<file path="config.mk">
export PLATFORM = sky130hd
export DESIGN_NAME = nmea_rmc_field_parser_core_flat
export DESIGN_NICKNAME = d
export VERILOG_FILES = /design/src/nrp_pkg.sv /design/src/nrp_if.sv /design/src/nrp_front.sv /design/src/nrp_queue.sv /design/src/nrp_back.sv /design/src/nmea_rmc_field_parser_core.sv /design/src/flat_wrapper.sv
export VERILOG_INCLUDE_DIRS = /design/src /design/src/src
export SDC_FILE = /design/constraint.sdc
export NUM_CORES = 2
export LEC_CHECK = 0
export BUFFER_PORTS_ARGS = -buffer_cell sky130_fd_sc_hd__buf_2
export CORE_ASPECT_RATIO = 1.1
export CORE_MARGIN = 2
export CORE_UTILIZATION = 49
export CTS_CLUSTER_DIAMETER = 60
export DETAILED_ROUTE_END_ITERATION = 10
export GPL_TIMING_DRIVEN = 1
export PLACE_DENSITY_LB_ADDON = 0.15
export REMOVE_ABC_BUFFERS = 1
export SYNTH_ARGS = -nofsm -noshare
export SYNTH_HDL_FRONTEND = slang
export SYNTH_SLANG_ARGS = --single-unit
</file>
<file path="constraint.sdc">
create_clock -name clk_i -period 21.2 [get_ports clk_i]
set_clock_uncertainty 0.05 [all_clocks]
set_input_delay 2.12 -clock clk_i [delete_from_list [all_inputs] [get_ports clk_i]]
set_output_delay 2.12 -clock clk_i [all_outputs]
set_load 0.005 [all_outputs]
</file>
<file path="src/nmea_rmc_field_parser_core_macros.svh">
// Assertion macros for the RMC field parser.
// Included by modules that carry concurrent assertions.
`ifndef NMEA_RMC_FIELD_PARSER_CORE_MACROS_SVH
`define NMEA_RMC_FIELD_PARSER_CORE_MACROS_SVH
`ifndef SYNTHESIS
`define NRP_ASSERT(lbl, clk, rstn, prop, msg) \
  lbl: assert property (@(posedge clk) disable iff (!rstn) (prop)) else $error(msg);
`define NRP_ASSERT_NEXT(lbl, clk, rstn, pre, post, msg) \
  lbl: assert property (@(posedge clk) disable iff (!rstn) (pre) |=> (post)) else $error(msg);
`else
`define NRP_ASSERT(lbl, clk, rstn, prop, msg)
`define NRP_ASSERT_NEXT(lbl, clk, rstn, pre, post, msg)
`endif
`endif

</file>
<file path="src/nrp_pkg.sv">
// Package for the RMC field parser: types, constants, tables.
// No dependencies.
package nrp_pkg;
  localparam int MinFracDigits = 5;
  // scaled minutes stay below 100 * 10^MinFracDigits
  localparam int MinW = $clog2(100 * (10 ** MinFracDigits));
  localparam logic [7:0] ChComma = 8'h2C;
  localparam logic [7:0] ChStar  = 8'h2A;
  localparam logic [7:0] ChPoint = 8'h2E;
  localparam logic [7:0] ChNorth = 8'h4E;
  localparam logic [7:0] ChWest  = 8'h57;
  localparam logic [3:0] FTime = 4'd0;
  localparam logic [3:0] FLat = 4'd2;
  localparam logic [3:0] FLatDir = 4'd3;
  localparam logic [3:0] FLon = 4'd4;
  localparam logic [3:0] FLonDir = 4'd5;
  localparam logic [3:0] FDate = 4'd8;
  localparam logic [3:0] NumFields = 4'd9;

  typedef enum logic [1:0] {
    KIND_TIME = 2'd0,
    KIND_DATE = 2'd1,
    KIND_POS  = 2'd2
  } kind_e;

  // back end sequencing: record issue, then the position conversion
  typedef enum logic [1:0] {B_REC, B_MUL, B_DIV, B_POS} bst_e;

  typedef struct packed {
    kind_e       kind;
    logic [6:0]  hour;
    logic [6:0]  minute;
    logic [6:0]  second;
    logic [9:0]  sub_second;
    logic [6:0]  day;
    logic [6:0]  month;
    logic [11:0] year;
    logic [29:0] latitude;
    logic        lat_south;
    logic [33:0] longitude;
    logic        lon_west;
  } rec_t;

  // Work item from front end to back end.
  typedef struct packed {
    logic            pos_valid;   // position record follows rec, if any
    logic            rec_valid;
    rec_t            rec;
    logic [9:0]      lat_deg;
    logic [MinW-1:0] lat_min;
    logic [9:0]      lon_deg;
    logic [MinW-1:0] lon_min;
    logic            lat_south;
    logic            lon_west;
  } job_t;

  function automatic logic [31:0] pow10(input int n);
    logic [31:0] r;
    r = 32'd1;
    for (int i = 0; i < 8; i++) if (i < n) r = r * 32'd10;
    return r;
  endfunction
endpackage

</file>
<file path="src/nrp_if.sv">
// Valid/ready stream interfaces for the RMC field parser.
// No dependencies.
interface nrp_in_if (input logic clk_i);
  logic       valid;
  logic       ready;
  logic [7:0] in_byte;
  logic       last_byte;
  modport source (output valid, output in_byte, output last_byte, input ready);
  modport sink (input valid, input in_byte, input last_byte, output ready);
endinterface

interface nrp_out_if (input logic clk_i);
  logic        valid;
  logic        ready;
  logic [1:0]  record_kind;
  logic [6:0]  hour;
  logic [6:0]  minute;
  logic [6:0]  second;
  logic [9:0]  sub_second;
  logic [6:0]  day;
  logic [6:0]  month;
  logic [11:0] year;
  logic [29:0] latitude;
  logic        lat_south;
  logic [33:0] longitude;
  logic        lon_west;
  modport source (output valid, output record_kind, output hour, output minute,
    output second, output sub_second, output day, output month, output year,
    output latitude, output lat_south, output longitude, output lon_west, input ready);
  modport sink (input valid, input record_kind, input hour, input minute,
    input second, input sub_second, input day, input month, input year,
    input latitude, input lat_south, input longitude, input lon_west, output ready);
endinterface

</file>
<file path="src/nrp_front.sv">
// Front end: per-byte field parsing, emits record jobs to the queue.
// Depends on nrp_pkg and the assertion macros.
`include "nmea_rmc_field_parser_core_macros.svh"
module nrp_front (
  input  logic          clk_i,
  input  logic          rst_ni,
  input  logic          valid_i,
  input  logic [7:0]    byte_i,
  input  logic          last_i,
  output logic          ready_o,
  output logic          job_valid_o,
  output nrp_pkg::job_t job_o,
  input  logic          job_ready_i
);
  import nrp_pkg::*;

  localparam logic [31:0] Scale = pow10(MinFracDigits);
  localparam logic [31:0] MaxMin = 32'd100 * Scale - 32'd1;
  localparam logic [31:0] ConvMul = pow10(7 - MinFracDigits);

  logic [3:0]  fidx_q, fidx_d;
  logic [5:0]  cnt_q, cnt_d;
  logic        over_q, over_d;
  logic [9:0]  deg_q, deg_d;
  logic [6:0]  hh_q, hh_d, mm_q, mm_d, ss_q, ss_d, dd_q, dd_d, mo_q, mo_d, yy_q, yy_d;
  logic [9:0]  sub_q, sub_d;
  logic [MinW-1:0] mins_q, mins_d;
  logic [2:0]  fseen_q, fseen_d;
  logic        pt_q, pt_d, stop_q, stop_d;
  logic [7:0]  first_q, first_d;
  logic        lat_nz_q, lat_nz_d, lon_nz_q, lon_nz_d;
  logic [1:0]  dir_q, dir_d;
  // latitude/longitude conversion is split: degrees and scaled minutes are
  // latched at field close, the multiply and divide finish in the back end.
  logic [9:0]  latdeg_q, latdeg_d, londeg_q, londeg_d;
  logic [MinW-1:0] latmin_q, latmin_d, lonmin_q, lonmin_d;

  logic accept, end_s, close_s;
  logic [3:0] d;
  logic [39:0] mnext;
  job_t job;

  assign ready_o = job_ready_i;
  assign accept = valid_i && ready_o;
  assign d = (byte_i >= 8'h30 && byte_i <= 8'h39) ? 4'(byte_i - 8'h30) : 4'd0;

  function automatic logic [6:0] acc2(input logic [6:0] a, input logic [3:0] x);
    return 7'((a * 7'd10) + 7'(x));
  endfunction

  // weight of fraction digit k: 10^(MinFracDigits-1-k)
  function automatic logic [31:0] frac_weight(input logic [2:0] k);
    logic [31:0] w;
    w = '0;
    for (int i = 0; i < MinFracDigits; i++) begin
      if (k == 3'(i)) w = pow10(MinFracDigits - 1 - i);
    end
    return w;
  endfunction

  always_comb begin
    fidx_d = fidx_q; cnt_d = cnt_q; over_d = over_q; deg_d = deg_q;
    hh_d = hh_q; mm_d = mm_q; ss_d = ss_q; sub_d = sub_q;
    dd_d = dd_q; mo_d = mo_q; yy_d = yy_q;
    mins_d = mins_q; fseen_d = fseen_q; pt_d = pt_q; stop_d = stop_q;
    first_d = first_q; lat_nz_d = lat_nz_q; lon_nz_d = lon_nz_q; dir_d = dir_q;
    latdeg_d = latdeg_q; londeg_d = londeg_q; latmin_d = latmin_q; lonmin_d = lonmin_q;
    job = '0;
    end_s = 1'b0; close_s = 1'b0;
    mnext = '0;
    if (accept) begin
      if (over_q) begin
        if (last_i) begin
          over_d = 1'b0;
        end
      end else begin
        if (cnt_q == 6'd0 && byte_i == ChStar) begin
          end_s = 1'b1;
        end else if (byte_i == ChComma) begin
          close_s = 1'b1;
          if (cnt_q != 6'd0) begin
            unique case (fidx_q)
              FTime: begin
                if (cnt_q >= 6'd10) begin
                  job.rec_valid = 1'b1;
                  job.rec.kind = KIND_TIME;
                  job.rec.hour = hh_q; job.rec.minute = mm_q;
                  job.rec.second = ss_q; job.rec.sub_second = sub_q;
                end
              end
              FLat: begin
                latdeg_d = deg_q; latmin_d = mins_q;
                lat_nz_d = (deg_q != 10'd0) || (32'(mins_q) * ConvMul >= 32'd60);
              end
              FLon: begin
                londeg_d = deg_q; lonmin_d = mins_q;
                lon_nz_d = (deg_q != 10'd0) || (32'(mins_q) * ConvMul >= 32'd60);
              end
              FLatDir: dir_d[0] = (first_q != ChNorth);
              FLonDir: dir_d[1] = (first_q == ChWest);
              FDate: begin
                job.rec_valid = 1'b1;
                job.rec.kind = KIND_DATE;
                job.rec.day = dd_q; job.rec.month = mo_q;
                job.rec.year = 12'(yy_q) + 12'd2000;
              end
              default: ;
            endcase
          end
          fidx_d = fidx_q + 4'd1;
          if (fidx_q + 4'd1 >= NumFields) end_s = 1'b1;
        end else begin
          if (cnt_q == 6'd0) first_d = byte_i;
          unique case (fidx_q)
            FTime: begin
              if (cnt_q < 6'd2) hh_d = acc2(hh_q, d);
              else if (cnt_q < 6'd4) mm_d = acc2(mm_q, d);
              else if (cnt_q < 6'd6) ss_d = acc2(ss_q, d);
              else if (cnt_q >= 6'd7 && cnt_q < 6'd10) sub_d = 10'(sub_q * 10'd10 + 10'(d));
            end
            FLat, FLon: begin
              if (cnt_q < ((fidx_q == FLat) ? 6'd2 : 6'd3)) begin
                deg_d = 10'(deg_q * 10'd10 + 10'(d));
              end else if (!stop_q) begin
                if (byte_i == ChPoint && !pt_q) pt_d = 1'b1;
                else if (byte_i < 8'h30 || byte_i > 8'h39) stop_d = 1'b1;
                else begin
                  if (!pt_q) mnext = 40'(mins_q) * 40'd10 + 40'(d) * 40'(Scale);
                  else if (fseen_q < 3'(MinFracDigits)) begin
                    mnext = 40'(mins_q) + 40'(d) * 40'(frac_weight(fseen_q));
                    fseen_d = fseen_q + 3'd1;
                  end else mnext = 40'(mins_q);
                  mins_d = (mnext > 40'(MaxMin)) ? MinW'(MaxMin) : MinW'(mnext);
                end
              end
            end
            FDate: begin
              if (cnt_q < 6'd2) dd_d = acc2(dd_q, d);
              else if (cnt_q < 6'd4) mo_d = acc2(mo_q, d);
              else if (cnt_q < 6'd6) yy_d = acc2(yy_q, d);
            end
            default: ;
          endcase
          if (cnt_q != 6'd63) cnt_d = cnt_q + 6'd1;
        end
        if (last_i) end_s = 1'b1;
        if (close_s || end_s) begin
          cnt_d = '0; deg_d = '0; hh_d = '0; mm_d = '0; ss_d = '0; sub_d = '0;
          dd_d = '0; mo_d = '0; yy_d = '0; mins_d = '0; fseen_d = '0;
          pt_d = 1'b0; stop_d = 1'b0; first_d = '0;
        end
        if (end_s) begin
          job.pos_valid = lat_nz_d && lon_nz_d;
          job.lat_deg = latdeg_d; job.lat_min = latmin_d;
          job.lon_deg = londeg_d; job.lon_min = lonmin_d;
          job.lat_south = dir_d[0];
          job.lon_west = dir_d[1];
          fidx_d = '0; lat_nz_d = 1'b0; lon_nz_d = 1'b0; dir_d = '0;
          over_d = !last_i;
        end
      end
    end
  end

  assign job_o = job;
  assign job_valid_o = accept && (job.rec_valid || job.pos_valid);

  always_ff @(posedge clk_i or negedge rst_ni) begin
    if (!rst_ni) begin
      fidx_q <= '0; cnt_q <= '0; over_q <= 1'b0; deg_q <= '0;
      hh_q <= '0; mm_q <= '0; ss_q <= '0; sub_q <= '0;
      dd_q <= '0; mo_q <= '0; yy_q <= '0; mins_q <= '0; fseen_q <= '0;
      pt_q <= 1'b0; stop_q <= 1'b0; first_q <= '0;
      lat_nz_q <= 1'b0; lon_nz_q <= 1'b0; dir_q <= '0;
      latdeg_q <= '0; londeg_q <= '0; latmin_q <= '0; lonmin_q <= '0;
    end else begin
      fidx_q <= fidx_d; cnt_q <= cnt_d; over_q <= over_d; deg_q <= deg_d;
      hh_q <= hh_d; mm_q <= mm_d; ss_q <= ss_d; sub_q <= sub_d;
      dd_q <= dd_d; mo_q <= mo_d; yy_q <= yy_d; mins_q <= mins_d; fseen_q <= fseen_d;
      pt_q <= pt_d; stop_q <= stop_d; first_q <= first_d;
      lat_nz_q <= lat_nz_d; lon_nz_q <= lon_nz_d; dir_q <= dir_d;
      latdeg_q <= latdeg_d; londeg_q <= londeg_d; latmin_q <= latmin_d; lonmin_q <= lonmin_d;
    end
  end

  `NRP_ASSERT(a_cnt_zero_field0, clk_i, rst_ni, !(over_q && cnt_q != 6'd0), "count live after end")
  `NRP_ASSERT(a_fidx_range, clk_i, rst_ni, fidx_q < NumFields, "field index out of range")
  `NRP_ASSERT_NEXT(a_over_clear, clk_i, rst_ni, accept && over_q && last_i, !over_q, "end not cleared")
endmodule

</file>
<file path="src/nrp_queue.sv">
// Short FIFO between front and back ends, 2 entries of job_t.
// Depends on nrp_pkg.
module nrp_queue (
  input  logic          clk_i,
  input  logic          rst_ni,
  input  logic          push_i,
  input  nrp_pkg::job_t data_i,
  output logic          ready_o,
  output logic          valid_o,
  output nrp_pkg::job_t data_o,
  input  logic          pop_i
);
  import nrp_pkg::*;
  job_t mem_q [2];
  logic wp_q, rp_q;
  logic [1:0] cnt_q;
  logic do_push, do_pop;
  assign ready_o = cnt_q != 2'd2;
  assign valid_o = cnt_q != 2'd0;
  assign data_o = mem_q[rp_q];
  assign do_push = push_i && ready_o;
  assign do_pop = pop_i && valid_o;
  always_ff @(posedge clk_i) begin
    if (do_push) mem_q[wp_q] <= data_i;
  end
  always_ff @(posedge clk_i or negedge rst_ni) begin
    if (!rst_ni) begin
      wp_q <= 1'b0; rp_q <= 1'b0; cnt_q <= '0;
    end else begin
      if (do_push) wp_q <= !wp_q;
      if (do_pop) rp_q <= !rp_q;
      cnt_q <= 2'(cnt_q + 2'(do_push) - 2'(do_pop));
    end
  end
endmodule

</file>
<file path="src/nrp_back.sv">
// Back end: expands jobs into records, computes position, drives output.
// Depends on nrp_pkg and the assertion macros.
`include "nmea_rmc_field_parser_core_macros.svh"
module nrp_back (
  input  logic          clk_i,
  input  logic          rst_ni,
  input  logic          job_valid_i,
  input  nrp_pkg::job_t job_i,
  output logic          job_pop_o,
  output logic          out_valid_o,
  output nrp_pkg::rec_t out_o,
  input  logic          out_ready_i
);
  import nrp_pkg::*;
  localparam logic [31:0] ConvMul = pow10(7 - MinFracDigits);
  // x / 60 == (x * Recip60) >> 36 for every x below 2^30
  localparam logic [30:0] Recip60 = 31'd1145324613;

  // phase 0: issue rec (if any), then for a position job scale, divide by 60, add and emit.
  bst_e st_q, st_d;
  logic        ov_q, ov_d;
  rec_t        ob_q, ob_d;
  logic [29:0] latm_q, lonm_q;
  logic [23:0] latf_q, lonf_q;
  logic [60:0] lat_prod, lon_prod;
  logic        free;
  logic [34:0] lat_sum, lon_sum;

  assign free = !ov_q || out_ready_i;
  assign out_valid_o = ov_q;
  assign out_o = ob_q;
  assign lat_prod = 61'(latm_q) * 61'(Recip60);
  assign lon_prod = 61'(lonm_q) * 61'(Recip60);
  assign lat_sum = 35'(job_i.lat_deg) * 35'd10000000 + 35'(latf_q);
  assign lon_sum = 35'(job_i.lon_deg) * 35'd10000000 + 35'(lonf_q);

  always_comb begin
    st_d = st_q;
    unique case (st_q)
      B_REC: if (job_valid_i && free) begin
        if (job_i.pos_valid) st_d = B_MUL;
      end
      B_MUL: st_d = B_DIV;
      B_DIV: st_d = B_POS;
      B_POS: if (free) st_d = B_REC;
      default: st_d = B_REC;
    endcase
  end

  always_comb begin
    job_pop_o = 1'b0;
    ov_d = ov_q;
    ob_d = ob_q;
    if (free) ov_d = 1'b0;
    unique case (st_q)
      B_REC: if (job_valid_i && free) begin
        if (!job_i.pos_valid) job_pop_o = 1'b1;
        if (job_i.rec_valid) begin
          ov_d = 1'b1;
          ob_d = job_i.rec;
        end
      end
      B_POS: if (free) begin
        job_pop_o = 1'b1;
        ov_d = 1'b1;
        ob_d = '0;
        ob_d.kind = KIND_POS;
        ob_d.latitude = lat_sum[29:0];
        ob_d.lat_south = job_i.lat_south;
        ob_d.longitude = lon_sum[33:0];
        ob_d.lon_west = job_i.lon_west;
      end
      default: ;
    endcase
  end

  always_ff @(posedge clk_i) begin
    if (st_q == B_MUL) begin
      latm_q <= 30'(32'(job_i.lat_min) * ConvMul);
      lonm_q <= 30'(32'(job_i.lon_min) * ConvMul);
    end
    if (st_q == B_DIV) begin
      latf_q <= lat_prod[59:36];
      lonf_q <= lon_prod[59:36];
    end
  end

  always_ff @(posedge clk_i or negedge rst_ni) begin
    if (!rst_ni) begin
      st_q <= B_REC; ov_q <= 1'b0; ob_q <= '0;
    end else begin
      st_q <= st_d;
      ov_q <= ov_d;
      ob_q <= ob_d;
    end
  end

  `NRP_ASSERT_NEXT(a_hold, clk_i, rst_ni, ov_q && !out_ready_i, ov_q && $stable(ob_q), "output dropped")
  `NRP_ASSERT(a_pop_valid, clk_i, rst_ni, !job_pop_o || job_valid_i, "pop of empty queue")
  `NRP_ASSERT_NEXT(a_mul_div, clk_i, rst_ni, st_q == B_MUL, st_q == B_DIV, "position sequence broken")
endmodule

</file>
<file path="src/nmea_rmc_field_parser_core.sv">
// RMC sentence field parser, top level.
// Channels: input bytes (in_byte, last_byte) on a valid/ready sink; records
// (time, date, position) on a valid/ready source.
// Each accepted byte is parsed in the front end; bytes that yield a time,
// date or position record push a job into a two-entry queue.
// Back end: a time or date record passes from the queue head into the output
// register; a position record then steps through B_MUL, B_DIV and B_POS for
// the conversion (minutes scaling, reciprocal multiply for the divide by 60, degree add).
// Throughput: one byte per cycle while the queue has room; the queue
// drains at one time/date job per cycle while the output is free, and holds a position job until B_POS.
// Reset clears all sentence state; no record is pending after reset.
// When the receiver stalls, the output register holds its record, the
// queue fills, and ready drops once it is full.
module nmea_rmc_field_parser_core (
  input logic clk_i,
  input logic rst_ni,
  nrp_in_if.sink   in_if,
  nrp_out_if.source out_if
);
  import nrp_pkg::*;
  logic fv, qr, qv, pop;
  job_t fj, qj;
  rec_t r;

  nrp_front u_front (
    .clk_i, .rst_ni, .valid_i(in_if.valid), .byte_i(in_if.in_byte),
    .last_i(in_if.last_byte), .ready_o(in_if.ready),
    .job_valid_o(fv), .job_o(fj), .job_ready_i(qr)
  );
  nrp_queue u_queue (
    .clk_i, .rst_ni, .push_i(fv), .data_i(fj), .ready_o(qr),
    .valid_o(qv), .data_o(qj), .pop_i(pop)
  );
  nrp_back u_back (
    .clk_i, .rst_ni, .job_valid_i(qv), .job_i(qj), .job_pop_o(pop),
    .out_valid_o(out_if.valid), .out_o(r), .out_ready_i(out_if.ready)
  );
  assign out_if.record_kind = r.kind;
  assign out_if.hour = r.hour;
  assign out_if.minute = r.minute;
  assign out_if.second = r.second;
  assign out_if.sub_second = r.sub_second;
  assign out_if.day = r.day;
  assign out_if.month = r.month;
  assign out_if.year = r.year;
  assign out_if.latitude = r.latitude;
  assign out_if.lat_south = r.lat_south;
  assign out_if.longitude = r.longitude;
  assign out_if.lon_west = r.lon_west;
endmodule

</file>
<file path="src/flat_wrapper.sv">
// flat-port wrapper written by rule: the top's interface ports become plain ports
module nmea_rmc_field_parser_core_flat import nrp_pkg::*;
  (clk_i, rst_ni, in_if_valid, in_if_in_byte, in_if_last_byte, in_if_ready, out_if_valid, out_if_record_kind, out_if_hour, out_if_minute, out_if_second, out_if_sub_second, out_if_day, out_if_month, out_if_year, out_if_latitude, out_if_lat_south, out_if_longitude, out_if_lon_west, out_if_ready);
  nrp_in_if in_if_i (.clk_i(clk_i));
  nrp_out_if out_if_i (.clk_i(clk_i));
  input logic clk_i;
  input logic rst_ni;
  input wire logic [$bits(in_if_i.valid)-1:0] in_if_valid;
  input wire logic [$bits(in_if_i.in_byte)-1:0] in_if_in_byte;
  input wire logic [$bits(in_if_i.last_byte)-1:0] in_if_last_byte;
  output wire logic [$bits(in_if_i.ready)-1:0] in_if_ready;
  output wire logic [$bits(out_if_i.valid)-1:0] out_if_valid;
  output wire logic [$bits(out_if_i.record_kind)-1:0] out_if_record_kind;
  output wire logic [$bits(out_if_i.hour)-1:0] out_if_hour;
  output wire logic [$bits(out_if_i.minute)-1:0] out_if_minute;
  output wire logic [$bits(out_if_i.second)-1:0] out_if_second;
  output wire logic [$bits(out_if_i.sub_second)-1:0] out_if_sub_second;
  output wire logic [$bits(out_if_i.day)-1:0] out_if_day;
  output wire logic [$bits(out_if_i.month)-1:0] out_if_month;
  output wire logic [$bits(out_if_i.year)-1:0] out_if_year;
  output wire logic [$bits(out_if_i.latitude)-1:0] out_if_latitude;
  output wire logic [$bits(out_if_i.lat_south)-1:0] out_if_lat_south;
  output wire logic [$bits(out_if_i.longitude)-1:0] out_if_longitude;
  output wire logic [$bits(out_if_i.lon_west)-1:0] out_if_lon_west;
  input wire logic [$bits(out_if_i.ready)-1:0] out_if_ready;
  assign in_if_i.valid = in_if_valid;
  assign in_if_i.in_byte = in_if_in_byte;
  assign in_if_i.last_byte = in_if_last_byte;
  assign in_if_ready = in_if_i.ready;
  assign out_if_valid = out_if_i.valid;
  assign out_if_record_kind = out_if_i.record_kind;
  assign out_if_hour = out_if_i.hour;
  assign out_if_minute = out_if_i.minute;
  assign out_if_second = out_if_i.second;
  assign out_if_sub_second = out_if_i.sub_second;
  assign out_if_day = out_if_i.day;
  assign out_if_month = out_if_i.month;
  assign out_if_year = out_if_i.year;
  assign out_if_latitude = out_if_i.latitude;
  assign out_if_lat_south = out_if_i.lat_south;
  assign out_if_longitude = out_if_i.longitude;
  assign out_if_lon_west = out_if_i.lon_west;
  assign out_if_i.ready = out_if_ready;
  nmea_rmc_field_parser_core u_core (.clk_i(clk_i), .rst_ni(rst_ni), .in_if(in_if_i), .out_if(out_if_i));
endmodule
</file>
==> impl_metrics.json <==
{
  "cp_data_arrival_time_ps": 9320,
  "drcViolationCount": 0,
  "slew_headroom": 0.208,
  "status": "finished clean",
  "worst_setup_path_start_kind": "primary input",
  "setup_tns_ps": 0,
  "drv_slew": 0,
  "first_global_vias": 42300,
  "io_pins": 140,
  "num_vias": 41800,
  "cts.sinks": 672,
  "reg2regPathDepth": 23,
  "antenna_found_initial": 2,
  "synth_cell_types": 86,
  "cts_setup_buffers": 0,
  "fp.dieW_um": 340,
  "synth_area_leader_cell": "ha_1",
  "drtAntennaViolNets": 0,
  "cts_resized": 0,
  "yosysSeqAreaShare": 0.307,
  "gp_congestion": 0.905,
  "yosysWarnings": 0,
  "fin_nets": 7526,
  "synth_area_leaders": "ha_1 (21%), edfxtp_1 (18%), fa_1 (13%), dfrtp_1 (13%), inv_1 (5.6%)",
  "timing.final.hold_violations": 0,
  "synth_cells": 5928,
  "cts-hold-fix-buffers": 0,
  "rsz0062_at_grt": "no",
  "dieArea_um2": 127000,
  "drt_wl_total_um": 138000,
  "min-delay-path-class": "register to register",
  "hpwl_um": 107000,
  "clk_pin_slew_ps": 50,
  "cts_buffer_depth": 3,
  "start_util": 0.493,
  "placedCellCount": 7632,
  "wire_per_inst_um": 17.7,
  "critical_path_class": "primary input to register",
  "grt.total_usage": 0.220,
  "antenna_cells": 0,
  "end_kind": "register",
  "crit_required_ps": 21780,
  "syn_avg_cell_area_um2": 10.2,
  "clock_latency_ps": 720,
  "finalSetupViolCount": 0,
  "syn_area_um2": 60700,
  "synth_top_area_frac": 0.214,
  "ys.flop_type": "edfxtp_1",
  "dieHeight_um": 373,
  "area_growth_pct": 9.17,
  "fmaxAchievable_mhz": 114,
  "cts_max_level": 3,
  "synth_commonest_cells": "ha_1 (1041), inv_1 (911), nand2_1 (543)",
  "crit_path_max_fanout": 13,
  "io_buffers": 139,
  "min_path_cells": 2,
  "drt_pass1_iterations": 5,
  "cts_tree": "done",
  "post-synth-top-count-cell": "ha_1",
  "cap_viol_max_count": 0,
  "rows": 135,
  "drive_above_1_share": 0.0770,
  "synth_edf_count": 360,
  "fin_cells": 7788,
  "fin_crit_ps": 8740,
  "grt_pass1_wl_um": 224000,
  "grt_max_degree": 91,
  "grt_overflow": 0,
  "core-area_um2": 123000,
  "postSynth.asyncResetShare": 0.464,
  "drtIter0Drc": 2241,
  "tightest_slew_ps": 1180,
  "cts_buffers": 83,
  "detail_route.vias_per_cell": 5.37,
  "ys_seq_elements": 672,
  "root_buffer": "clkbuf_16",
  "finalCritPeriodShare": 0.412
}
final timing paths:
| check | end | start | slack (ps) |
|---|---|---|---|
| max in group asynchronous | u_core.u_front.latmin_q[4] | rst_ni | 17720 |
| min in group asynchronous | u_core.u_back.out_o[6] | rst_ni | 1390 |
| max reg2reg | u_core.u_back.out_o[34] | u_core.u_queue.rp_q | 12700 |
| min | u_core.u_back.out_o[64] | u_core.u_back.out_o[64] | 420 |
| max | u_core.u_front.mins_q[13] | in_if_in_byte[7] | 12460 |
| min reg2reg | u_core.u_back.out_o[64] | u_core.u_back.out_o[64] | 420 |
cell type report:
| class | instances | area (um2) |
|---|---|---|
| tap | 1644 | 2060 |
| clock inverter | 50 | 591 |
| multi-input combinational | 4205 | 38200 |
| timing repair buffer | 200 | 1160 |
| fill | 11000 | 56800 |
| clock buffer | 106 | 2230 |
| sequential | 672 | 18600 |
| inverter | 911 | 3420 |
metrics by stage:
step / cell area, um2 / utilization / setup slack (ps) / hold WS (ps)
floorplan: 60200 / - / 10740 / 390
CTS: 66300 / 0.539 / 12550 / 424
global route: 66300 / 0.539 / 11960 / 441
finish: 66300 / 0.539 / 12460 / 417
detailed placement: 63500 / 0.516 / 11840 / 409
global placement: 63500 / 0.516 / 11930 / 405
routing by layer:
| layer | up-vias | GRT usage | share of wire |
|---|---|---|---|
| met2 | 674 | 0.374 | 0.48 |
| met5 | - | 0 | 0.000087 |
| met1 | 20200 | 0.291 | 0.46 |
| li1 | 20700 | - | - |
| met4 | 2 | 0.0705 | 0.031 |
| met3 | 200 | 0.0264 | 0.034 |
registers in the layout, summed over array words and instances (netlist names), 8 cells and up:
| name | count |
|---|---|
| u_core.u_back.latf_q | 24 |
| u_core.u_back.latm_q | 28 |
| u_core.u_back.lonf_q | 24 |
| u_core.u_back.lonm_q | 28 |
| u_core.u_back.out_o | 123 |
| u_core.u_front.deg_q | 10 |
| u_core.u_front.first_q | 8 |
| u_core.u_front.latdeg_q | 10 |
| u_core.u_front.latmin_q | 24 |
| u_core.u_front.londeg_q | 10 |
| u_core.u_front.lonmin_q | 24 |
| u_core.u_front.mins_q | 24 |
| u_core.u_front.sub_q | 10 |
| u_core.u_queue.mem_q | 256 |
layout by cell type (no fill, tap or decap), types with 12 or more instances in the layout:
cell       count
nor2b_1       32
o21bai_1      36
o21ai_0      221
a31o_2        13
nand2_1      542
nor4_1        16
nand2b_1      41
buf_2        138
xor2_1        95
nand3_1       73
a221oi_1      12
mux2_2        87
nand4_1       20
buf_4         61
and3_1        30
ha_1        1038
a22o_1        15
o21a_1        38
inv_1        911
clkbuf_1      16
fa_1         399
a211oi_1      40
a21o_1       102
a31oi_1       27
nor2_1       240
or3_1         21
clkinv_2      13
a21oi_1      280
and2_1        74
dfrtp_1      311
xnor2_1      212
mux2i_1      116
clkbuf_16     83
nor3b_1       16
nor3_1        59
o211ai_1      22
o31ai_1      108
edfxtp_1     360
critical path, stage by stage:
cell and delay, ps:
buf_2 100, nor3b_1 290, and3_1 290, nand2_1 230, inv_1 660, ha_1 310, xnor2_1 90, ha_1 200
a21o_1 150, ha_1 310, a21o_1 170, a21oi_1 220, o21bai_1 90, a21oi_1 220, xnor2_1 100, ha_1 360
a21o_1 170, a31o_1 230, a2111o_1 450, a311o_1 340, a21oi_2 230, nand2_1 70, o221ai_1 770, o21ai_0 510
a21oi_1 400, a32o_1 210
logic make-up (layout without fill, tap and decap cells):
kind of cell               count (synthesis)  count (layout)  synth area share
xor gates and xnor gates                 308             308            0.0446
adders and majority gates               1440            1440             0.346
and+or+nand+nor                         1213            1213            0.0914
muxes                                    203             203            0.0352
DFF                                      672             672             0.307
AOI/OAI and AO/OA                       1041            1041             0.111
buffers and inverters                   1051            1267            0.0651
Power is not shown: default switching activity piles up to over one toggle a cycle in this logic, so the estimate is an artifact.
